### src/design/cau_pkg.sv
// shared constants and types for the complex arithmetic unit
`timescale 1ns / 1ps

package cau_pkg;

    localparam int CAU_WORD_BITS = 32;
    localparam int CAU_FRAC_BITS = 16;

    localparam logic [2:0] MODE_ADD   = 3'd0;
    localparam logic [2:0] MODE_SUB   = 3'd1;
    localparam logic [2:0] MODE_MUL   = 3'd2;
    localparam logic [2:0] MODE_DIV   = 3'd3;
    localparam logic [2:0] MODE_SCALE = 3'd4;

    localparam logic [1:0] STAT_OK  = 2'd0;
    localparam logic [1:0] STAT_DZ  = 2'd1;
    localparam logic [1:0] STAT_SAT = 2'd2;

    typedef struct packed {
        logic is_div;
        logic dz;
        logic neg_re;
        logic neg_im;
        logic ovf_re;
        logic ovf_im;
    } cau_flags_t;

endpackage

### src/design/cau_comb.sv
// term combine, sign-magnitude split and product rounding, two stages
`timescale 1ns / 1ps

module cau_comb
    import cau_pkg::*;
#(
    parameter int WORD_BITS = CAU_WORD_BITS,
    parameter int FRAC_BITS = CAU_FRAC_BITS
)
(
    input  logic                                clk,
    input  logic                                rst_n,
    input  logic                                en,
    input  logic                                in_valid,
    input  logic [2:0]                          mode,
    input  logic signed [2*WORD_BITS-1:0]       p0,
    input  logic signed [2*WORD_BITS-1:0]       p1,
    input  logic signed [2*WORD_BITS-1:0]       p2,
    input  logic signed [2*WORD_BITS-1:0]       p3,
    input  logic signed [2*WORD_BITS-1:0]       sq0,
    input  logic signed [2*WORD_BITS-1:0]       sq1,
    input  logic signed [WORD_BITS:0]           sum_re,
    input  logic signed [WORD_BITS:0]           sum_im,
    output logic                                valid_reg,
    output cau_flags_t                          flags_reg,
    output logic [2*WORD_BITS+FRAC_BITS:0]      num_re_reg,
    output logic [2*WORD_BITS+FRAC_BITS:0]      num_im_reg,
    output logic [2*WORD_BITS:0]                den_reg
);

    localparam int W  = WORD_BITS;
    localparam int MW = 2*W + 1;
    localparam int NW = MW + FRAC_BITS;
    localparam logic [MW-1:0] HALF = (MW'(1) << FRAC_BITS) >> 1;

    logic signed [MW-1:0] p0x, p1x, p2x, p3x;
    logic signed [MW-1:0] t_re_next, t_im_next;
    logic [MW-1:0]        den_next;

    logic                 va_reg;
    logic [2:0]           mode_a_reg;
    logic signed [MW-1:0] t_re_reg, t_im_reg;
    logic [MW-1:0]        den_a_reg;

    logic [MW-1:0]        mag_re, mag_im;
    logic [NW-1:0]        num_re_next, num_im_next;
    cau_flags_t           flags_next;

    always_comb
    begin
        p0x = {p0[2*W-1], p0};
        p1x = {p1[2*W-1], p1};
        p2x = {p2[2*W-1], p2};
        p3x = {p3[2*W-1], p3};
        den_next = {1'b0, sq0} + {1'b0, sq1};
        case (mode)
            MODE_ADD, MODE_SUB:
            begin
                t_re_next = {{(W){sum_re[W]}}, sum_re};
                t_im_next = {{(W){sum_im[W]}}, sum_im};
            end
            MODE_MUL:
            begin
                t_re_next = p0x - p1x;
                t_im_next = p2x + p3x;
            end
            MODE_DIV:
            begin
                t_re_next = p0x + p1x;
                t_im_next = p3x - p2x;
            end
            MODE_SCALE:
            begin
                t_re_next = p0x;
                t_im_next = p2x;
            end
            default:
            begin
                t_re_next = '0;
                t_im_next = '0;
            end
        endcase
    end

    always_comb
    begin
        mag_re = t_re_reg[MW-1] ? MW'(-t_re_reg) : MW'(t_re_reg);
        mag_im = t_im_reg[MW-1] ? MW'(-t_im_reg) : MW'(t_im_reg);
        flags_next.is_div = (mode_a_reg == MODE_DIV);
        flags_next.dz     = (mode_a_reg == MODE_DIV) && (den_a_reg == '0);
        flags_next.neg_re = t_re_reg[MW-1];
        flags_next.neg_im = t_im_reg[MW-1];
        flags_next.ovf_re = 1'b0;
        flags_next.ovf_im = 1'b0;
        case (mode_a_reg)
            MODE_MUL, MODE_SCALE:
            begin
                num_re_next = NW'((mag_re + HALF) >> FRAC_BITS);
                num_im_next = NW'((mag_im + HALF) >> FRAC_BITS);
            end
            MODE_DIV:
            begin
                num_re_next = NW'(mag_re) << FRAC_BITS;
                num_im_next = NW'(mag_im) << FRAC_BITS;
            end
            default:
            begin
                num_re_next = NW'(mag_re);
                num_im_next = NW'(mag_im);
            end
        endcase
    end

    always_ff @(posedge clk or negedge rst_n)
    begin
        if (!rst_n)
        begin
            va_reg    <= 1'b0;
            valid_reg <= 1'b0;
        end
        else if (en)
        begin
            va_reg    <= in_valid;
            valid_reg <= va_reg;
        end
    end

    always_ff @(posedge clk)
    begin
        if (en)
        begin
            mode_a_reg <= mode;
            t_re_reg   <= t_re_next;
            t_im_reg   <= t_im_next;
            den_a_reg  <= den_next;
            flags_reg  <= flags_next;
            num_re_reg <= num_re_next;
            num_im_reg <= num_im_next;
            den_reg    <= den_a_reg;
        end
    end

endmodule

### config.mk
export PLATFORM = sky130hd
export DESIGN_NAME = cau_comb
export DESIGN_NICKNAME = d
export VERILOG_FILES = /design/src/design/cau_pkg.sv /design/src/design/cau_comb.sv
export SDC_FILE = /design/constraint.sdc
export NUM_CORES = 1
export LEC_CHECK = 0
export BUFFER_PORTS_ARGS = -buffer_cell sky130_fd_sc_hd__buf_2
export CORE_MARGIN = 2
export CORE_UTILIZATION = 50
export CTS_CLUSTER_SIZE = 30
export DETAILED_ROUTE_END_ITERATION = 12
export HOLD_SLACK_MARGIN = 0.12
export MAX_ROUTING_LAYER = met4
export PLACE_DENSITY = 0.71
export SLEW_MARGIN = 5
export SYNTH_ARGS = -nofsm -noshare
export SYNTH_HDL_FRONTEND = slang
export SYNTH_SLANG_ARGS = --single-unit
### constraint.sdc
create_clock -name clk -period 8.4 [get_ports clk]
set_clock_uncertainty 0.05 [all_clocks]
set_input_delay 0.42 -clock clk [delete_from_list [all_inputs] [get_ports clk]]
set_output_delay 0.42 -clock clk [all_outputs]
set_load 0.005 [all_outputs]
==> results of run 1 <==
-- logic make-up (layout without fill, tap and decap cells) --
family / Yosys count / count (layout) / share of synthesized area, %
compound gates: 1297 / 1297 / 23.17
xor+xnor: 511 / 511 / 12.45
fa+ha+maj: 202 / 202 / 7.095
buf+inv: 306 / 879 / 3.447
flops: 431 / 431 / 35.98
mux: 24 / 24 / 0.6823
other cells: 1 / 22 / 0.01043
simple gates: 1197 / 1197 / 17.16
-- cells in the final DEF (no fill, tap or decap), types with 55 or more instances in the layout --
master	count
sky130_fd_sc_hd__nor4_1	61
sky130_fd_sc_hd__buf_2	687
sky130_fd_sc_hd__a21o_1	124
sky130_fd_sc_hd__o22ai_1	94
sky130_fd_sc_hd__xnor2_1	253
sky130_fd_sc_hd__o41ai_1	55
sky130_fd_sc_hd__nand2_1	301
sky130_fd_sc_hd__a21oi_1	336
sky130_fd_sc_hd__xor2_1	258
sky130_fd_sc_hd__nor3_1	112
sky130_fd_sc_hd__inv_1	77
sky130_fd_sc_hd__nand3_1	80
sky130_fd_sc_hd__nand4_1	68
sky130_fd_sc_hd__o21ai_0	287
sky130_fd_sc_hd__ha_1	199
sky130_fd_sc_hd__edfxtp_1	429
sky130_fd_sc_hd__o31ai_1	65
sky130_fd_sc_hd__nor2_1	251
-- cell type report --
type	count	share of cell area [%]
Timing Repair Buffer	721	8.962
Clock inverter	26	0.7881
Multi-Input combinational cell	3233	52.65
Clock buffer	53	2.687
Inverter	79	0.7156
Antenna cell	20	0.1208
Sequential cell	431	31.21
Tap cell	950	2.869
-- report_power, final --
group | internal, mW | switching, mW
registers | 2.78 | 0.225
clock network | 1.14 | 0.840
logic | 1.07 | 1.80
total | 4.99 | 2.86
-- critical path: stages --
cell                       delay, ns
sky130_fd_sc_hd__buf_2          0.13
sky130_fd_sc_hd__or4_1          0.58
sky130_fd_sc_hd__nor4_1         0.48
sky130_fd_sc_hd__nor4b_1        0.66
sky130_fd_sc_hd__nand2_1        0.14
sky130_fd_sc_hd__o21ai_0        0.24
sky130_fd_sc_hd__xnor2_1        0.14
sky130_fd_sc_hd__ha_1           0.45
sky130_fd_sc_hd__and3_1         0.25
sky130_fd_sc_hd__nand2_1        0.12
sky130_fd_sc_hd__or4b_2         0.65
sky130_fd_sc_hd__o21ai_0        0.71
sky130_fd_sc_hd__a21oi_1        0.25
sky130_fd_sc_hd__a211oi_1       0.50
sky130_fd_sc_hd__o21ai_0        0.25
sky130_fd_sc_hd__a21oi_1        0.24
sky130_fd_sc_hd__mux2i_1        0.22
sky130_fd_sc_hd__nand2_1        0.06
-- per-layer routing --
metal / GRT usage [%] / up-vias
met4: 12.23 / 0
li1: - / 16240
met5: - / -
met1: 51.10 / 16830
met2: 54.34 / 2234
met3: 5.219 / 265
-- worst max path at each step --
stage / from / end / depth (start not counted)
global route: p1[15] / t_re_reg[61]$_DFFE_PP_ / 18
global placement: p1[15] / t_re_reg[60]$_DFFE_PP_ / 20
CTS: p1[15] / t_re_reg[61]$_DFFE_PP_ / 18
floorplan: p1[15] / t_re_reg[60]$_DFFE_PP_ / 23
detailed placement: p1[15] / t_re_reg[61]$_DFFE_PP_ / 18
finish: p1[15] / t_re_reg[61]$_DFFE_PP_ / 18
-- repair_timing --
| action | CTS | global route |
|---|---|---|
| hold buffers | 5 | 0 |
| buffers inserted | 0 | 0 |
| endpoints found under the hold margin | 4 | 0 |
| endpoints found under the setup margin | 0 | 0 |
-- stage by stage --
stage | power, mW | hold WS, ns | setup WS [ns] | util [%]
floorplan | 4.708 | 0.07441 | 2.971 | -
global placement | 5.813 | 0.1550 | 1.893 | 55.91
detailed placement | 5.815 | 0.1569 | 1.827 | 55.91
CTS | 7.792 | 0.1280 | 2.406 | 58.00
global route | 8.180 | 0.1573 | 1.622 | 58.06
finish | 7.855 | 0.1487 | 2.176 | 58.07
==> reports/metrics.csv, run 1 <==
metric,value,unit
route.top_layer_used,met4,
yosysTopAreaCellShare,35.84,%
multi_input_comb_area,21820,um2
hpwlAfterDp,111000,um
accumulated_negative_setup_slack,0,ns
core.rowCount,98,
report.final.slew_viol_count,0,
ctsResizeCount,0,
synth.ff_latch_count,431,
ys.warnings.count,0,
nets,5168,
number_of_flops_mapped_to_enable_cells_by_yosys,429,
layout-area-overhead-vs-synth,15.30,%
postSynthCellCount,3969,
synth.distinct_cells,97,
clock_tree.htree_level_count,2,
vias,35570,
post_drt_via_cell_ratio,6.452,
numPortBuffers,688,
starting_density_of_the_core,50.36,%
largest_net_degree_at_the_start_of_global_routing,109,
clock_sink_count,431,
drtPass1Iterations,7,
rsz0062_at_grt,false,
timing.final.crit_period,6.224,ns
syn_area_per_cell,9.055,um2
initial_drc_count,4640,
ys.flop_type,sky130_fd_sc_hd__edfxtp_1,
outcome,"finished, final reports clean",
cts_tree,built,
power_per_cell_area,189.6,nW/um2
cells_on_worst_hold_path,3,
grtUsageTotal,36.52,%
chipHeight,272.1,um
power.static_leakage,16.27,nW
cts-buffers-inserted,43,
worst_pin_slew,1.173,ns
final_cells,5513,
routed_wl,138000,um
synth.top_cells.by_area,"sky130_fd_sc_hd__edfxtp_1 36%, sky130_fd_sc_hd__ha_1 6.9%, sky130_fd_sc_hd__xor2_1 6.3%",
worst_hold_startpoint,p0[58],
min_path_type,input port to flop,
layout-drive-gt1-share,18.78,%
placed_cells_incl_taps,5409,
r2r_start,t_re_reg[19]$_DFFE_PP_,
postRouteAntennaNets,0,
worstPathRequired,8.66,ns
holdPathEnd,t_re_reg[58]$_DFFE_PP_,
final_hold_viol_count,0,
setup.worst_path.class,input port to flop,
maxCapViolCount,0,
crit-reg2reg-capture,num_re_reg[40]$_DFFE_PP_,
synth_largest_area_cell,sky130_fd_sc_hd__edfxtp_1,
placedInstanceArea,39900,um2
met1Wirelength,58600,um
detail_route.drc_violations,0,
worst_reg2reg_path_length_in_cells,11,
sequential_area_share_after_synthesis,35.98,%
finalSetupViolations,0,
met3_wirelength,13800,um
fmax,160.7,MHz
synth_top_cells_by_count,"429 x sky130_fd_sc_hd__edfxtp_1, 336 x sky130_fd_sc_hd__a21oi_1, 304 x sky130_fd_sc_hd__nand2_1, 287 x sky130_fd_sc_hd__o21ai_0, 258 x sky130_fd_sc_hd__xor2_1",
fin_crit_sh,74.09,%
die_w,272.1,um
deepest_clock_path_buffer_count,3,
fill_cells,6460,
cell_area_after_technology_mapping,35940,um2
synthMostInstantiatedCell,sky130_fd_sc_hd__edfxtp_1,
clock_insertion_delay_worst_skew,0.58,ns
io_pins,691,
critical_path_arrival,6.49,ns
critPathMaxFanout,8,
worstSetupStartpointType,input port,
register_area,12930,um2
drt-wirelength-per-cell,25.03,um
vdd_drop_max,0.0001694,V
cts.reportedPaths.clkPinSlew,0.07,ns
fp.dieArea,74040,um2
grt_antenna_before_repair,20,
design_area,41440,um2
synth-async-reset-ratio,0.4640,%
worst_setup_path_end_kind,flop,
grt.overflow.total,0,
place.gp.congestion,1.025,
number_of_global_route_vias_before_repair,32250,
route.met2.wl,60570,um
clockRootBuffer,sky130_fd_sc_hd__clkbuf_16,
coreArea,71360,um2
wire_length_of_the_first_global_routing_pass,202100,um
worst-r2r-setup-slack,2.70,ns
slew_headroom,20.76,%
No activity file was read; power rests on OpenSTA's default activity.
==> inputs of run 2 (changes only) <==
==> constraint.sdc (replaced) <==
create_clock -name clk -period 6.1 [get_ports clk]
set_clock_uncertainty 0.05 [all_clocks]
set_input_delay 0.305 -clock clk [delete_from_list [all_inputs] [get_ports clk]]
set_output_delay 0.305 -clock clk [all_outputs]
set_load 0.005 [all_outputs]
==> run 2 against run 1 <==
Setup slack lost 1.7 ns. Sequential share of layout area shrank 0.70 points. Wire length grew 2.2%. Clock-buffer cell count shrank 6. Critical path type unchanged.
==> reports/metrics.csv, run 2 (synthesis gave the netlist of run 1 again) <==
metric,value,unit
clockRootBuffer,sky130_fd_sc_hd__clkbuf_16,
worst_pin_slew,1.126,ns
number_of_global_route_vias_before_repair,32670,
accumulated_negative_setup_slack,0,ns
layout-drive-gt1-share,19.74,%
worst_reg2reg_path_length_in_cells,13,
outcome,"finished, final reports clean",
power_per_cell_area,260.0,nW/um2
routed_wl,141000,um
cp-endpoint,t_im_reg[64]$_DFFE_PP_,
wire_length_of_the_first_global_routing_pass,206700,um
levels_on_crit_path,25,
r2r_start,t_re_reg[19]$_DFFE_PP_,
crit_path_top_delay_cell,sky130_fd_sc_hd__dlygate4sd3_1,
final_common_cell,sky130_fd_sc_hd__buf_2,
timing.final.crit_period,5.630,ns
fmax,177.6,MHz
rsz0062_at_grt,false,
post_drt_via_cell_ratio,6.384,
critical_path.top_delay_family,simple AND/OR/NAND/NOR gates,
post-layout-total-power,11.02,mW
fin_crit_sh,92.29,%
cts_post_setup_buffers_inserted,0,
slew_headroom,24.96,%
cts_tree,built,
worst_setup_path_end_kind,flop,
fp.dieArea,74040,um2
min_path_type,input port to flop,
cts-buffers-inserted,43,
place.gp.congestion,1.028,
design_area,42380,um2
crit-reg2reg-capture,num_re_reg[44]$_DFFE_PP_,
vias,35770,
drtPass1Iterations,9,
layout_setup_ws,0.4704,ns
minimum_setup_slack_after_placement,0.2490,ns
grt_antenna_before_repair,17,
chipHeight,272.1,um
starting_density_of_the_core,50.36,%
coreArea,71360,um2
nets,5264,
worstSetupStartpointType,input port,
initial_drc_count,4776,
drt-wirelength-per-cell,25.16,um
postRouteAntennaNets,0,
core.rowCount,98,
deepest_clock_path_buffer_count,3,
die_w,272.1,um
timing.critical_path.buf_inv,5,
grtUsageTotal,37.47,%
worstPathRequired,6.37,ns
numPortBuffers,688,
worst-r2r-setup-slack,0.69,ns
io_pins,691,
slowest_cell_delay_on_critical_path,0.54,ns
vdd_drop_max,0.0001814,V
most-common-layout-cells,"687 x sky130_fd_sc_hd__buf_2, 429 x sky130_fd_sc_hd__edfxtp_1, 336 x sky130_fd_sc_hd__a21oi_1",
clock_insertion_delay_worst_skew,0.60,ns
power.static_leakage,16.77,nW
setup.worst_path.class,input port to flop,
report.final.slew_viol_count,0,
critical_path.most_common_cell,sky130_fd_sc_hd__nand2_1,
detail_route.drc_violations,0,
largest_net_degree_at_the_start_of_global_routing,173,
placedInstanceArea,40320,um2
hpwlAfterDp,112700,um
final_hold_viol_count,0,
cts.reportedPaths.clkPinSlew,0.06,ns
clock_sink_count,431,
grt.overflow.total,0,
finalSetupViolations,0,
critical_path_arrival,5.90,ns
clock_tree.htree_level_count,2,
critPathMaxFanout,5,
critical_path.startpoint,p2[7],
layout-area-overhead-vs-synth,17.93,%
maxCapViolCount,0,
==> run 2: power breakdown <==
group / total [mW] / leakage [nW] / switching, mW / internal [mW]
clock network: 2.88 / 0.740 / 1.17 / 1.71
registers: 4.14 / 4.26 / 0.310 / 3.83
logic: 4.00 / 11.8 / 2.48 / 1.52
total: 11.0 / 16.8 / 3.96 / 7.06
==> run 2: metal layers <==
metal	up-vias	GRT usage [%]	part of all wire (%)
li1	16420	-	-
met1	16930	52.95	43
met2	2170	56.02	44
met3	254	4.928	10
met4	0	11.28	3.2
met5	-	-	0
==> run 2: timing repair <==
action	CTS	global route
endpoints found under the hold margin	98	0
hold buffers	49	0
gates resized for setup	0	1
setup endpoints to repair	0	2
==> run 2: final cells by class <==
| type | count | area [um2] |
|---|---|---|
| clock inverter | 29 | 407.9 |
| clock buffer | 47 | 1112 |
| sequential | 431 | 12930 |
| antenna | 17 | 42.54 |
| multi-input combinational | 3233 | 21820 |
| timing repair buffer | 817 | 4582 |
| inverter | 79 | 296.5 |
| fill | 6415 | 28980 |
| tap | 950 | 1189 |
==> run 2: worst reg2reg max path: stages (launching register included) <==
cell	delay, ns
sky130_fd_sc_hd__edfxtp_1	0.54
sky130_fd_sc_hd__nor4_1	0.56
sky130_fd_sc_hd__nand2_1	0.23
sky130_fd_sc_hd__or4_1	0.84
sky130_fd_sc_hd__o41ai_1	0.41
sky130_fd_sc_hd__xor2_1	0.11
sky130_fd_sc_hd__buf_4	0.18
sky130_fd_sc_hd__or4_1	0.56
sky130_fd_sc_hd__nor4b_1	0.57
sky130_fd_sc_hd__nand4_1	0.16
sky130_fd_sc_hd__buf_4	0.23
sky130_fd_sc_hd__nor4_1	0.32
sky130_fd_sc_hd__xor2_1	0.19
sky130_fd_sc_hd__o221ai_1	0.17
==> run 2: worst min-delay path by stage <==
stage / start / to / slack, ns / cells past startpoint
after floorplan: rst_n / va_reg$_DFFE_PN0P_ / -0.04 / 0
after global placement: rst_n / valid_reg$_DFFE_PN0P_ / 0.04 / 1
after detailed placement: rst_n / va_reg$_DFFE_PN0P_ / 0.04 / 1
after CTS: p2[60] / t_im_reg[60]$_DFFE_PP_ / 0.12 / 3
after global routing: p2[60] / t_im_reg[60]$_DFFE_PP_ / 0.14 / 3
final: p2[58] / t_im_reg[58]$_DFFE_PP_ / 0.14 / 3
==> run 2: per-stage QoR <==
| stage | hold WS [ns] | instances | util (%) |
|---|---|---|---|
| global route | 0.1442 | 5602 | 59.39 |
| finish | 0.1412 | 5603 | 59.39 |
| global placement | 0.04104 | 5461 | 56.51 |
| detailed placement | 0.04094 | 5461 | 56.51 |
| floorplan | -0.04059 | 3970 | - |
| CTS | 0.1216 | 5586 | 59.32 |
