## src/design/cau_pkg.sv

```systemverilog
// shared constants and types for the complex arithmetic unit
`timescale 1ns / 1ps

package cau_pkg;

    localparam int CAU_WORD_BITS = 32;
    localparam int CAU_FRAC_BITS = 16;

    localparam logic [2:0] MODE_ADD   = 3'd0;
    localparam logic [2:0] MODE_SUB   = 3'd1;
    localparam logic [2:0] MODE_MUL   = 3'd2;
    localparam logic [2:0] MODE_DIV   = 3'd3;
    localparam logic [2:0] MODE_SCALE = 3'd4;

    localparam logic [1:0] STAT_OK  = 2'd0;
    localparam logic [1:0] STAT_DZ  = 2'd1;
    localparam logic [1:0] STAT_SAT = 2'd2;

    typedef struct packed {
        logic is_div;
        logic dz;
        logic neg_re;
        logic neg_im;
        logic ovf_re;
        logic ovf_im;
    } cau_flags_t;

endpackage

```

## src/design/cau_out.sv

```systemverilog
// quotient rounding, saturation, status and output register
`timescale 1ns / 1ps

module cau_out
    import cau_pkg::*;
#(
    parameter int WORD_BITS = CAU_WORD_BITS,
    parameter int FRAC_BITS = CAU_FRAC_BITS
)
(
    input  logic                            clk,
    input  logic                            rst_n,
    input  logic                            en,
    input  logic                            in_valid,
    input  cau_flags_t                      flags,
    input  logic [2*WORD_BITS+FRAC_BITS:0]  rem_re,
    input  logic [2*WORD_BITS+FRAC_BITS:0]  rem_im,
    input  logic [WORD_BITS:0]              q_re,
    input  logic [WORD_BITS:0]              q_im,
    input  logic [2*WORD_BITS:0]            den,
    output logic                            valid_reg,
    output logic signed [WORD_BITS-1:0]     res_re_reg,
    output logic signed [WORD_BITS-1:0]     res_im_reg,
    output logic [1:0]                      status_reg
);

    localparam int W  = WORD_BITS;
    localparam int MW = 2*W + 1;
    localparam int NW = MW + FRAC_BITS;
    localparam int XW = NW + 1;
    localparam logic [XW-1:0] LIM_POS = (XW'(1) << (W-1)) - XW'(1);

    logic [XW-1:0]      mag_re, mag_im, lim_re, lim_im, val_re, val_im;
    logic               sat_re, sat_im;
    logic [W-1:0]       res_re_next, res_im_next;
    logic [1:0]         status_next;

    always_comb
    begin
        if (flags.is_div)
        begin
            mag_re = XW'(q_re) + XW'((XW'(rem_re) << 1) >= XW'(den));
            mag_im = XW'(q_im) + XW'((XW'(rem_im) << 1) >= XW'(den));
        end
        else
        begin
            mag_re = XW'(rem_re);
            mag_im = XW'(rem_im);
        end
        lim_re = flags.neg_re ? LIM_POS + XW'(1) : LIM_POS;
        lim_im = flags.neg_im ? LIM_POS + XW'(1) : LIM_POS;
        sat_re = flags.ovf_re || (mag_re > lim_re);
        sat_im = flags.ovf_im || (mag_im > lim_im);
        val_re = sat_re ? lim_re : mag_re;
        val_im = sat_im ? lim_im : mag_im;
        res_re_next = flags.neg_re ? W'(-val_re) : W'(val_re);
        res_im_next = flags.neg_im ? W'(-val_im) : W'(val_im);
        if (flags.dz)
        begin
            res_re_next = '0;
            res_im_next = '0;
            status_next = STAT_DZ;
        end
        else if (sat_re || sat_im)
        begin
            status_next = STAT_SAT;
        end
        else
        begin
            status_next = STAT_OK;
        end
    end

    always_ff @(posedge clk or negedge rst_n)
    begin
        if (!rst_n)
        begin
            valid_reg <= 1'b0;
        end
        else if (en)
        begin
            valid_reg <= in_valid;
        end
    end

    always_ff @(posedge clk)
    begin
        if (en)
        begin
            res_re_reg <= res_re_next;
            res_im_reg <= res_im_next;
            status_reg <= status_next;
        end
    end

endmodule

```

## config.mk

```make
export PLATFORM = sky130hd
export DESIGN_NAME = cau_out
export DESIGN_NICKNAME = d
export VERILOG_FILES = /design/src/design/cau_pkg.sv /design/src/design/cau_out.sv
export SDC_FILE = /design/constraint.sdc
export NUM_CORES = 1
export LEC_CHECK = 0
export BUFFER_PORTS_ARGS = -buffer_cell sky130_fd_sc_hd__buf_2
export CELL_PAD_IN_SITES_DETAIL_PLACEMENT = 2
export CELL_PAD_IN_SITES_GLOBAL_PLACEMENT = 2
export CORE_MARGIN = 2
export CORE_UTILIZATION = 30
export CTS_CLUSTER_SIZE = 20
export DETAILED_ROUTE_END_ITERATION = 8
export HOLD_SLACK_MARGIN = 0.02
export PLACE_DENSITY = 0.82
export SLEW_MARGIN = 20
export SYNTH_ARGS = -nofsm -noshare
export SYNTH_HDL_FRONTEND = slang
export SYNTH_SLANG_ARGS = --single-unit
```

## constraint.sdc

```tcl
create_clock -name clk -period 1.4 [get_ports clk]
set_input_delay 0.14 -clock clk [delete_from_list [all_inputs] [get_ports clk]]
set_output_delay 0.14 -clock clk [all_outputs]
set_load 0.01 [all_outputs]
```

==> results of run 1 <==
## cells by family after synthesis
| family | after synthesis | share of synthesized area |
|---|---|---|
| AND/OR/NAND/NOR | 607 | 0.274 |
| AO/OA/AOI/OAI | 440 | 0.244 |
| adder cells (fa/ha/maj) | 198 | 0.208 |
| buffers and inverters | 179 | 0.0595 |
| flip-flops | 67 | 0.168 |
| XOR/XNOR | 32 | 0.0235 |
| multiplexers | 27 | 0.0232 |
## metrics by stage
stage                     setup TNS [ns]  std cells   util  setup WS, ns  hold WS [ns]
after global placement           -319.30       2936  0.481         -5.32       -0.0854
after floorplan                  -265.64       1550      -         -5.09        -0.156
after detailed placement         -354.07       2936  0.481         -6.22       -0.0814
## Yosys cell counts, drive strengths merged, types with 42 or more instances
| master | number | area [um2] |
|---|---|---|
| ha | 198 | 2480 |
| a21oi | 145 | 726 |
| inv | 120 | 450 |
| nor2 | 112 | 420 |
| nand2 | 109 | 409 |
| nand3 | 85 | 443 |
| nand4 | 77 | 503 |
| edfxtp | 66 | 1980 |
| o21ai | 64 | 324 |
| a21o | 63 | 473 |
| nor4 | 55 | 393 |
| nor3 | 42 | 220 |
==> out/qor_table.md, run 1 <==
| Metric | Reported | Unit |
|:---|:---|:---|
| Half-perimeter wire length after placement | 71.5 | mm |
| Sequential cell area fraction in the yosys report | 0.168 | - |
| Number of clock buffers inserted by TritonCTS | 9 | - |
| Most instantiated flip-flop cell in the synthesis netlist | sky130_fd_sc_hd__edfxtp_1 | - |
| Error message | [ERROR DPL-0033] detailed placement checks failed during check placement. | - |
| Synthesized net count | 2,051 | - |
| Die Wd | 203 | um |
| Result of the run | stopped before the end | - |
| Last flow stage reached | clock tree synthesis (4_1_cts) | - |
| Height of the die | 203 | um |
| Area of the mapped netlist | 0.0119 | mm2 |
| Number of synthesized register bits | 67 | - |
| CTS Root Buffer Type | sky130_fd_sc_hd__clkbuf_16 | - |
| Cell row count | 73 | - |
| CTS sink cnt | 67 | - |
| Mapped Cells | 1,550 | - |
| Count of different cell masters after synthesis | 83 | - |
| Gates resized, CTS repair | 270 | - |
| Count of port buffers added during placement | 369 | - |
| Gp weighted congestion | 1.02 | - |
| Boundary pin count | 370 | - |
| Count of yosys warnings during synthesis | 0 | - |
| Post-CTS repair timing setup buffer count | 90 | - |
| Average footprint of a synthesized cell | 7.70 | um2 |
| Number of buffers inserted for hold repair after clock tree synthesis | 1 | - |
| Count of flip-flops with a built-in enable after synthesis | 66 | - |
| Starting Density | 0.302 | - |
| Placed Instance Area | 0.0190 | mm2 |
| Share of flip-flops with an asynchronous set or reset after synthesis | 0.0149 | - |
| Max clock buf depth | 2 | - |
| Htree depth | 3 | - |
==> run 2, diff against run 1 <==
- CELL_PAD_IN_SITES_DETAIL_PLACEMENT: 2 -> default
- CELL_PAD_IN_SITES_GLOBAL_PLACEMENT: 2 -> default
- CORE_UTILIZATION: 30 -> 20
- CTS_CLUSTER_SIZE: 20 -> default
- HOLD_SLACK_MARGIN: 0.02 -> default
- PLACE_DENSITY: 0.82 -> default
- PLACE_DENSITY_LB_ADDON: default -> 0.15
==> run 2 against run 1 <==
Compared with the run above: synthesized area stayed put; the flow now finishes, with violations (negative setup slack); synthesized cell count stayed put.
==> out/qor_table.md, run 2 <==
| Metric | Reported | Unit |
|:---|:---|:---|
| Result of the run | finished with violations | - |
| Violated checks | negative setup slack | - |
| Number of synthesized register bits | 67 | - |
| Total negative slack for setup checks | -290.70 | ns |
| Data required, critical path | 1.48 | ns |
| Vias per cell | 4.85 | - |
| Worst Setup Start Kind | primary input | - |
| Half-perimeter wire length after placement | 58.4 | mm |
| Total number of nets in the final design | 3,042 | - |
| Count of yosys warnings during synthesis | 0 | - |
| DRC marker count from the first detailed-route iteration | 790 | - |
| Worst-Margin Slew | 0.947 | ns |
| Worst max-slew margin expressed relative to the limit | 0.360 | - |
| CTS tree | yes | - |
| Largest net degree at the start of global routing | 37 | - |
| Growth of design area from synthesis to finish | 86.1 | % |
| Placeable core region | 0.0590 | mm2 |
| Most frequently used cell type in the post-synthesis netlist | sky130_fd_sc_hd__ha_1 | - |
| Unrepaired setup endpoints after global routing | yes | - |
| Share of flip-flops with an asynchronous set or reset after synthesis | 0.0149 | - |
| Biggest cell delay along the critical path | 0.57 | ns |
| Pre-CTS worst setup slack | -5.98 | ns |
| Max IR drop VDD | 0.562 | mV |
| Initial DRT Pass Iterations | 5 | - |
| Synthesized net count | 2,051 | - |
| Origin of the worst setup path | den[37] | - |
| Cell Pwr Density | 498 | mW/mm2 |
| Top post-synthesis cells by count | sky130_fd_sc_hd__ha_1 (198), sky130_fd_sc_hd__a21oi_1 (145), sky130_fd_sc_hd__inv_1 (120), sky130_fd_sc_hd__nor2_1 (112), sky130_fd_sc_hd__nand2_1 (109) | - |
| CTS sink cnt | 67 | - |
| Total number of vias | 16,200 | - |
| Worst-case clock skew | 0 | ns |
| Vias in the first global route | 16,200 | - |
| Sequential cell area fraction in the yosys report | 0.168 | - |
| Leading area contributor after synthesis | sky130_fd_sc_hd__ha_1 | - |
| Critical path fanouts, max | 5 | - |
| Layout cell share with drive strength beyond 1 | 0.532 | - |
| Area of all placed cells without fillers | 0.0222 | mm2 |
| Min cycle time layout | 6.31 | ns |
| Total congestion overflow after global routing | 0 | - |
| Count of different cell masters after synthesis | 83 | - |
| Starting Density | 0.202 | - |
| Global-route wire length before repair | 98.3 | mm |
| Total Power Consumption | 11,100 | uW |
| Hold_ws | 0.0390 | ns |
| Final Max Slew Viols | 0 | - |
| Leakage power figure | 0.0104 | uW |
| Gp weighted congestion | 0.910 | - |
| Number of clock buffers inserted by TritonCTS | 9 | - |
| Most common cell after layout, fill and taps aside | sky130_fd_sc_hd__buf_4 | - |
| Critical path's slowest cell | sky130_fd_sc_hd__or4b_4 | - |
| Cell row count | 89 | - |
| Crit Path Class | in2reg | - |
| Final-report hold violation count | 0 | - |
| Die Wd | 248 | um |
| Die area | 0.0616 | mm2 |
| Top post-synthesis cells by area | sky130_fd_sc_hd__ha_1 (21%), sky130_fd_sc_hd__edfxtp_1 (17%), sky130_fd_sc_hd__a21oi_1 (6.1%) | - |
| Height of the die | 248 | um |
| Clock transition time at the flip-flop clock pins of the worst setup and hold paths | 0.06 | ns |
| Top library cells by usage in the layout, fill and taps aside | sky130_fd_sc_hd__buf_4 (606), sky130_fd_sc_hd__buf_2 (350), sky130_fd_sc_hd__ha_1 (172) | - |
| Latest clock arrival within the worst-skew pair | 0.34 | ns |
| Highest achievable clock rate | 0.158 | GHz |
| Most instantiated flip-flop cell in the synthesis netlist | sky130_fd_sc_hd__edfxtp_1 | - |
| Drt drc | 0 | - |
| Count of flip-flops with a built-in enable after synthesis | 66 | - |
| Wire length reported by the detailed router | 67.5 | mm |
| Overall Global Routing Usage | 0.212 | - |
| Per-cell routed wire length | 20.3 | um |
| Max-cap violations | 0 | - |
| Placed Instance Area | 0.0195 | mm2 |
| Htree depth | 3 | - |
| Area share of the largest cell type after synthesis | 0.208 | - |
| Endpoint type of the worst setup path | flop | - |
| Average footprint of a synthesized cell | 7.70 | um2 |
| Count of port buffers added during placement | 369 | - |
| Max clock buf depth | 2 | - |
| Launch instance of the worst min-delay path | in_valid | - |
| Mapped Cells | 1,550 | - |
| Boundary pin count | 370 | - |
| Setup violations, final | 65 | - |
| Area of the mapped netlist | 0.0119 | mm2 |
| Data arrival time of the worst path | 6.39 | ns |
| Worst R2R Start | valid_reg$_DFFE_PN0P_ | - |
| Antenna violations before repair | 34 | - |
| CTS Root Buffer Type | sky130_fd_sc_hd__clkbuf_16 | - |
| Setup WS post-layout | -4.91 | ns |
| Final Cycle Share | 4.51 | - |
| Remaining number of nets flagged by the antenna check after routing | 0 | - |
| Path category of the worst min-delay check | in2reg | - |
-- run 2: path summary, 6_finish.rpt --
kind / endpoint / slack, ns / cells past startpoint
max reg2reg: valid_reg$_DFFE_PN0P_ / 0.66 / 1
max in group asynchronous: valid_reg$_DFFE_PN0P_ / 1.21 / 2
min reg2reg: valid_reg$_DFFE_PN0P_ / 0.50 / 1
max: res_re_reg[28]$_SDFFCE_PP0P_ / -4.91 / 32
min in group asynchronous: valid_reg$_DFFE_PN0P_ / 0.10 / 2
min: valid_reg$_DFFE_PN0P_ / 0.04 / 2
-- run 2: final cells by class --
| cell class | count | area, um2 |
|---|---|---|
| Timing Repair Buffer | 1037 | 7430 |
| Fill cell | 6196 | 36800 |
| Tap cell | 773 | 967 |
| Inverter | 121 | 492 |
| Clock buffer | 10 | 229 |
| Sequential cell | 67 | 2010 |
| Multi-Input combinational cell | 1305 | 11000 |
| Clock inverter | 6 | 65.1 |
| Antenna cell | 10 | 25.0 |
-- run 2: through the flow --
step / util / cells
2_1_floorplan: - / 1550
3_3_place_gp: 0.330 / 3212
3_5_place_dp: 0.330 / 3212
4_1_cts: 0.358 / 3280
5_1_grt: 0.376 / 3325
6_report: 0.376 / 3329
-- run 2: kinds of logic (layout without fill, tap and decap cells) --
group | after synthesis | count (layout) | share of synthesized area
and+or+nand+nor | 607 | 608 | 0.274
AOI/OAI and AO/OA | 440 | 440 | 0.244
adders and majority gates | 198 | 198 | 0.208
buffers and inverters | 179 | 1174 | 0.0595
DFF | 67 | 67 | 0.168
xor gates and xnor gates | 32 | 32 | 0.0235
muxes | 27 | 27 | 0.0232
other | 0 | 10 | 0
-- run 2: power breakdown --
part | internal (uW) | switching [uW]
logic | 3090 | 3260
registers | 2420 | 48.1
clock network | 1380 | 875
-- run 2: repair_timing --
| item | CTS | global route |
|---|---|---|
| buffers inserted | 50 | 45 |
| hold buffers | 1 | 0 |
| gates resized for setup | 186 | 175 |
| pin swaps | 104 | 106 |
| endpoints found under the hold margin | 1 | 0 |
| cloned | 5 | 2 |
| setup endpoints to repair | 65 | 65 |
-- run 2: worst max-delay path: cells and delay by family --
| family | cells | cell delay, ns |
|---|---|---|
| buf+inv | 5 | 0.69 |
| compound gates | 7 | 1.08 |
| simple gates | 14 | 3.21 |
| fa+ha+maj | 5 | 0.98 |
| mux | 1 | 0.29 |
-- run 2: routing by layer --
metal | global-route usage | wire length (um) | vias up
li1 | - | - | 7982
met1 | 0.263 | 29100 | 7621
met2 | 0.375 | 32800 | 420
met3 | 0.0387 | 3780 | 101
met4 | 0.0504 | 1550 | 38
met5 | 0 | 237 | -
No activity file was read; power rests on OpenSTA's default activity.
==> run 3, diff against run 2 <==
- CORE_ASPECT_RATIO: default -> 1.2
- CTS_BUF_LIST: default -> sky130_fd_sc_hd__clkbuf_8
==> run 3 against run 2 <==
Compared with the run above: the flow still finishes with violations (negative setup slack); cell count increased by 1.6%; sequential share of layout area is 0.21 points lower; sequential power barely moved; first-iteration DRC count is 24% lower; flip-flop and latch count did not move; maximum frequency increased by 1.5%; wire length is 1.5% higher; combinational power grew 4.1%; cell area is 2.4% higher; global-route usage rose by 0.41 points; critical path type unchanged; largest cell class unchanged.
==> out/qor_table.md, run 3 (synthesized netlist as in run 2, its figures left out) <==
| Metric | Reported | Unit |
|:---|:---|:---|
| Result of the run | finished with violations | - |
| Violated checks | negative setup slack | - |
| Worst Setup Start Kind | primary input | - |
| Initial DRT Pass Iterations | 5 | - |
| Growth of design area from synthesis to finish | 90.6 | % |
| Layout cell share with drive strength beyond 1 | 0.544 | - |
| Placed Instance Area | 0.0194 | mm2 |
| Starting Density | 0.201 | - |
| Total Power Consumption | 11,100 | uW |
| Data required, critical path | 1.52 | ns |
| Reg-to-Reg End | valid_reg$_DFFE_PN0P_ | - |
| Path category of the worst min-delay check | in2async | - |
| Height of the die | 272 | um |
| Latest clock arrival within the worst-skew pair | 0.36 | ns |
| Relative contribution of the clock network to total power | 0.180 | - |
| Worst max-slew margin expressed relative to the limit | 0.563 | - |
| Final Cycle Share | 4.44 | - |
| Antenna violations before repair | 32 | - |
| Leakage power figure | 0.0106 | uW |
| Total number of nets in the final design | 3,071 | - |
| Total negative slack for setup checks | -283.32 | ns |
| Cell count along the critical path | 31 | - |
| Max IR drop VDD | 0.369 | mV |
| Highest achievable clock rate | 0.161 | GHz |
| Part of the power in combinational logic | 0.596 | - |
| Final design utilization | 0.383 | - |
| Drt drc | 0 | - |
| Filler cell count | 6,199 | - |
| Int Pwr | 6840 | uW |
| Number of buffers and inverters on the critical path | 4 | - |
| Total congestion overflow after global routing | 0 | - |
| Min cycle time layout | 6.21 | ns |
| Critical path's slowest cell | sky130_fd_sc_hd__or4b_4 | - |
| Max-cap violations | 0 | - |
| Sw frac | 0.383 | - |
| CTS sink cnt | 67 | - |
| Reg2Reg Setup Slack | 0.66 | ns |
| Placeable core region | 0.0593 | mm2 |
| Total number of vias | 16,300 | - |
| Critical path fanouts, max | 7 | - |
| CTS Root Buffer Type | sky130_fd_sc_hd__clkbuf_8 | - |
| Die area | 0.0617 | mm2 |
| Area used by multi-input combinational logic | 0.0112 | mm2 |
| Per-cell routed wire length | 20.3 | um |
| Endpoint of the most critical setup path | res_re_reg[26]$_SDFFCE_PP0P_ | - |
| Endpoint type of the worst setup path | flop | - |
| Cell Pwr Density | 487 | mW/mm2 |
| Dpl cells | 3,229 | - |
| Area of all placed cells without fillers | 0.0228 | mm2 |
| Count of port buffers added during placement | 369 | - |
| Overall Global Routing Usage | 0.216 | - |
| Wire length reported by the detailed router | 68.5 | mm |
| Crit Path Class | in2reg | - |
| Vias per cell | 4.82 | - |
| Final cell count without fillers | 3,382 | - |
| Worst-Margin Slew | 0.650 | ns |
| Final Max Slew Viols | 0 | - |
| Gp weighted congestion | 0.931 | - |
| Depth of the most critical reg-to-reg path | 1 | - |
| Switch Pwr | 4240 | uW |
| CTS tree | yes | - |
| Crit path max-delay family | simple AND/OR/NAND/NOR gates | - |
| Remaining number of nets flagged by the antenna check after routing | 0 | - |
| Vias in the first global route | 16,800 | - |
| Storage cell area | 0.00201 | mm2 |
| Final-report hold violation count | 0 | - |
| Unrepaired setup endpoints after global routing | yes | - |
| Top library cells by usage in the layout, fill and taps aside | sky130_fd_sc_hd__buf_4 (622), sky130_fd_sc_hd__buf_2 (357), sky130_fd_sc_hd__ha_1 (163) | - |
| Cell row count | 98 | - |
| Clock transition time at the flip-flop clock pins of the worst setup and hold paths | 0.08 | ns |
| Die Wd | 227 | um |
| Half-perimeter wire length after placement | 58.0 | mm |
| Largest net degree at the start of global routing | 56 | - |
| DRC marker count from the first detailed-route iteration | 597 | - |
| Worst-case clock skew | 0 | ns |
| Max clock buf depth | 2 | - |
| Origin of the worst setup path | rem_re[2] | - |
| Setup WS post-layout | -4.81 | ns |
| Seq pwr share | 0.223 | - |
| Library cell appearing most often on the critical path | sky130_fd_sc_hd__nand4_1 | - |
| Number of clock buffers inserted by TritonCTS | 9 | - |
| Most common cell after layout, fill and taps aside | sky130_fd_sc_hd__buf_4 | - |
| Data arrival time of the worst path | 6.34 | ns |
| Setup violations, final | 65 | - |
| Htree depth | 3 | - |
| Boundary pin count | 370 | - |
| Biggest cell delay along the critical path | 0.55 | ns |
| Global-route wire length before repair | 101 | mm |
| Worst R2R Start | valid_reg$_DFFE_PN0P_ | - |
run 3: per-stage QoR:
stage	hold slack, ns	setup slack, ns
floorplan	-0.156	-5.09
global placement	-0.0842	-5.51
detailed placement	-0.0842	-5.68
CTS	0.0386	-4.80
global route	0.0806	-5.16
finish	0.0750	-4.81
run 3: cell type report:
cell class                      instances  share of cell area
Multi-Input combinational cell       1304               0.494
Clock inverter                          7             0.00511
Clock buffer                            9             0.00544
Sequential cell                        67              0.0882
Inverter                              121              0.0218
Timing Repair Buffer                 1067               0.341
Antenna cell                            7            0.000770
Tap cell                              800              0.0440
run 3: power groups by stage:
| stage | Sequential (uW) | Combinational [uW] | Clock (uW) |
|---|---|---|---|
| 2_1_floorplan | 2610 | 2290 | 0 |
| 3_3_place_gp | 2530 | 5500 | 0 |
| 3_5_place_dp | 2530 | 5560 | 0 |
| 4_1_cts | 2480 | 6230 | 2060 |
| 5_1_grt | 2500 | 7190 | 2120 |
| 6_report | 2470 | 6610 | 2000 |
run 3: what timing repair did:
action                                  in CTS  in global routing
endpoints found under the hold margin        2                  0
hold buffers                                 2                  0
buffers inserted                           105                 35
endpoints found under the setup margin      65                 65
cloned                                       7                  1
pin swaps                                  138                107
resized for setup                          246                154
run 3: worst min path at each step:
stage | from | end | slack (ns)
global route | rst_n | valid_reg$_DFFE_PN0P_ | 0.08
finish | rst_n | valid_reg$_DFFE_PN0P_ | 0.07
detailed placement | rst_n | valid_reg$_DFFE_PN0P_ | -0.08
global placement | rst_n | valid_reg$_DFFE_PN0P_ | -0.08
CTS | rst_n | valid_reg$_DFFE_PN0P_ | 0.04
floorplan | rst_n | valid_reg$_DFFE_PN0P_ | -0.16
run 3: routing by layer:
metal	up-vias	track usage	share of wire
li1	8032	-	-
met1	7671	0.255	0.41
met2	455	0.388	0.50
met3	119	0.0389	0.053
met4	38	0.0731	0.033
met5	-	0	0.0034
==> run 4, diff against run 3 <==
- ABC_AREA: default -> 1
==> run 4 against run 3 <==
Compared with the run above: the run still ends with negative setup slack left; first-iteration DRC count is 15% higher; via count up 8.5%; clock skew unchanged; cell count grew 15%; total power down 6.1%; synthesized cell count up 30%; flip-flop and latch count did not move; wire length up 2.1%; critical path depth up 11.
==> out/qor_table.md, run 4 <==
| Metric | Reported | Unit |
|:---|:---|:---|
| Layout cell share with drive strength beyond 1 | 0.506 | - |
| Total number of nets in the final design | 3,561 | - |
| CTS Root Buffer Type | sky130_fd_sc_hd__clkbuf_8 | - |
| Vias per cell | 4.54 | - |
| Data required, critical path | 1.53 | ns |
| Min cycle time layout | 5.60 | ns |
| Reg-to-Reg End | valid_reg$_DFFE_PN0P_ | - |
| Cell row count | 101 | - |
| Reg2Reg Setup Slack | 0.66 | ns |
| Routing usage on met1 | 0.237 | - |
| Worst Setup Start Kind | primary input | - |
| Seq pwr share | 0.235 | - |
| Sw frac | 0.396 | - |
| Latest clock arrival within the worst-skew pair | 0.37 | ns |
| Count of different cell masters after synthesis | 60 | - |
| Setup WS post-layout | -4.20 | ns |
| Leading area contributor after synthesis | sky130_fd_sc_hd__ha_1 | - |
| Clock transition time at the flip-flop clock pins of the worst setup and hold paths | 0.08 | ns |
| Most frequently used cell type in the post-synthesis netlist | sky130_fd_sc_hd__nand2_1 | - |
| Crit Path Class | in2reg | - |
| Die Wd | 235 | um |
| Simple-Gate Fraction of Synth Area | 0.377 | - |
| Origin of the worst setup path | den[33] | - |
| Sequential cell area fraction in the yosys report | 0.157 | - |
| Worst max-slew margin expressed relative to the limit | 0.583 | - |
| Multiplexer share of the synthesized area | 0.00244 | - |
| Part of the power in combinational logic | 0.587 | - |
| Top post-synthesis cells by count | sky130_fd_sc_hd__nand2_1 (485), sky130_fd_sc_hd__nor2_1 (278), sky130_fd_sc_hd__ha_1 (198), sky130_fd_sc_hd__inv_1 (194), sky130_fd_sc_hd__nand3_1 (154) | - |
| Data arrival time of the worst path | 5.73 | ns |
| Remaining number of nets flagged by the antenna check after routing | 0 | - |
| Placeable core region | 0.0633 | mm2 |
| Max clock buf depth | 2 | - |
| Most common cell after layout, fill and taps aside | sky130_fd_sc_hd__buf_4 | - |
| Count of yosys warnings during synthesis | 0 | - |
| Final Cycle Share | 4.00 | - |
| Unrepaired setup endpoints after global routing | yes | - |
| Area of the mapped netlist | 0.0128 | mm2 |
| Top library cells by usage in the layout, fill and taps aside | sky130_fd_sc_hd__buf_4 (651), sky130_fd_sc_hd__nand2_1 (415), sky130_fd_sc_hd__buf_2 (353) | - |
| Max-cap violations | 0 | - |
| Switch Pwr | 4120 | uW |
| Setup violations, final | 65 | - |
| Half-perimeter wire length after placement | 61.2 | mm |
| Met2 Use GR | 0.378 | - |
| Int Pwr | 6280 | uW |
| Violated checks | negative setup slack | - |
| Most instantiated flip-flop cell in the synthesis netlist | sky130_fd_sc_hd__edfxtp_1 | - |
| Result of the run | finished with violations | - |
| Hold_ws | 0.0642 | ns |
| M3 GR Usage | 0.0424 | - |
| Synthesized net count | 2,516 | - |
| Depth of the most critical reg-to-reg path | 1 | - |
| Path category of the worst min-delay check | in2async | - |
| Starting Density | 0.202 | - |
| Placed Instance Area | 0.0208 | mm2 |
| DRC marker count from the first detailed-route iteration | 688 | - |
| Largest family of logic cells by synthesized area | simple AND/OR/NAND/NOR gates | - |
| Top post-synthesis cells by area | sky130_fd_sc_hd__ha_1 (19%), sky130_fd_sc_hd__edfxtp_1 (15%), sky130_fd_sc_hd__nand2_1 (14%) | - |
| Synthesized-area fraction occupied by adder cells | 0.193 | - |
| Drt drc | 0 | - |
| Largest net degree at the start of global routing | 38 | - |
| Height of the die | 281 | um |
| Wire length reported by the detailed router | 69.9 | mm |
| Overall Global Routing Usage | 0.204 | - |
| Mapped Cells | 2,015 | - |
| Cell Pwr Density | 433 | mW/mm2 |
| Highest achievable clock rate | 0.179 | GHz |
| Top Usage Layer GRT | met2 | - |
| CTS tree | yes | - |
| CTS sink cnt | 67 | - |
| Per-cell routed wire length | 17.9 | um |
| Leakage power figure | 0.0117 | uW |
| Max IR drop VDD | 0.351 | mV |
| Growth of design area from synthesis to finish | 87.6 | % |
| Antenna violations before repair | 28 | - |
| Vias in the first global route | 17,900 | - |
| Area share of the largest cell type after synthesis | 0.193 | - |
| Count of flip-flops with a built-in enable after synthesis | 66 | - |
| Critical path fanouts, max | 11 | - |
| Global-route wire length before repair | 104 | mm |
| Total negative slack for setup checks | -263.17 | ns |
| Die area | 0.0661 | mm2 |
| Share of flip-flops with an asynchronous set or reset after synthesis | 0.0149 | - |
| Biggest cell delay along the critical path | 0.33 | ns |
| Htree depth | 3 | - |
| Final-report hold violation count | 0 | - |
| Worst R2R Start | valid_reg$_DFFE_PN0P_ | - |
| Initial DRT Pass Iterations | 5 | - |
| Boundary pin count | 370 | - |
| Endpoint type of the worst setup path | flop | - |
| Number of clock buffers inserted by TritonCTS | 9 | - |
| Gp weighted congestion | 0.886 | - |
| Endpoint of the most critical setup path | res_re_reg[16]$_SDFFCE_PP0P_ | - |
| Average footprint of a synthesized cell | 6.36 | um2 |
| Total congestion overflow after global routing | 0 | - |
| Area of all placed cells without fillers | 0.0240 | mm2 |
| Final Max Slew Viols | 0 | - |
| Worst-Margin Slew | 0.626 | ns |
| Relative contribution of the clock network to total power | 0.178 | - |
| Post-synthesis share of cell area spent on xor and xnor gates | 0.0315 | - |
| Worst-case clock skew | 0 | ns |
| Total number of vias | 17,700 | - |
| Complex-gate fraction of the synthesized area | 0.153 | - |
| Critical path's slowest cell | sky130_fd_sc_hd__nor4_4 | - |
| Count of port buffers added during placement | 369 | - |
| Number of synthesized register bits | 67 | - |
==> run 4: metrics by stage <==
| stage | cells | total power [uW] | worst slack [ns] | util |
|---|---|---|---|---|
| final | 3898 | 10400 | -4.20 | 0.379 |
| after floorplan | 2015 | 4750 | -3.93 | - |
| after global placement | 3796 | 7730 | -4.87 | 0.328 |
| after detailed placement | 3796 | 7810 | -4.94 | 0.328 |
| after global routing | 3891 | 11200 | -4.58 | 0.379 |
| after CTS | 3862 | 10200 | -4.20 | 0.362 |
==> run 4: metal layers <==
metal | part of all wire | up-vias
li1 | - | 8988
met1 | 0.41 | 8147
met2 | 0.50 | 434
met3 | 0.060 | 96
met4 | 0.024 | 40
met5 | 0.0036 | -
==> run 4: worst min-delay path by stage <==
| stage | from | endpoint | slack (ns) | cells after the start |
|---|---|---|---|---|
| finish | rst_n | valid_reg$_DFFE_PN0P_ | 0.06 | 2 |
| global placement | rst_n | valid_reg$_DFFE_PN0P_ | -0.08 | 1 |
| detailed placement | rst_n | valid_reg$_DFFE_PN0P_ | -0.08 | 1 |
| global route | rst_n | valid_reg$_DFFE_PN0P_ | 0.06 | 2 |
| CTS | rst_n | valid_reg$_DFFE_PN0P_ | 0.05 | 2 |
| floorplan | rst_n | valid_reg$_DFFE_PN0P_ | -0.16 | 0 |
==> run 4: area by class of cell <==
cell class	instances	area, um2
Multi-Input combinational cell	1688	12100
Tap cell	824	1030
Antenna cell	9	22.5
Clock buffer	9	124
Fill cell	6704	39300
Sequential cell	67	2010
Inverter	206	832
Clock inverter	7	92.6
Timing Repair Buffer	1088	7790
==> run 4: repair_timing <==
item	CTS	global route
gates cloned	6	1
hold buffers	2	0
pin swaps	164	131
setup endpoints to repair	65	65
buffers inserted	47	35
resized for setup	319	222
hold endpoints to repair	2	0
==> run 4: logic make-up after synthesis <==
family,after synthesis
XOR/XNOR,46
adder cells (fa/ha/maj),198
AND/OR/NAND/NOR,1089
flip-flops,67
multiplexers,3
AO/OA/AOI/OAI,351
buffers and inverters,261
==> run 4: power groups by stage <==
stage          sequential [uW]  clock (uW)  combinational [uW]
2_1_floorplan             2590           0                2170
5_1_grt                   2470        1980                6730
3_5_place_dp              2500           0                5310
6_report                  2450        1850                6100
3_3_place_gp              2500           0                5230
4_1_cts                   2450        1910                5820
==> run 4: critical path: cells and delay by family <==
family / cells / cell delay, ns
buffers and inverters: 9 / 0.94
AOI/OAI and AO/OA: 6 / 0.80
adders and majority gates: 4 / 0.88
and+or+nand+nor: 23 / 2.97
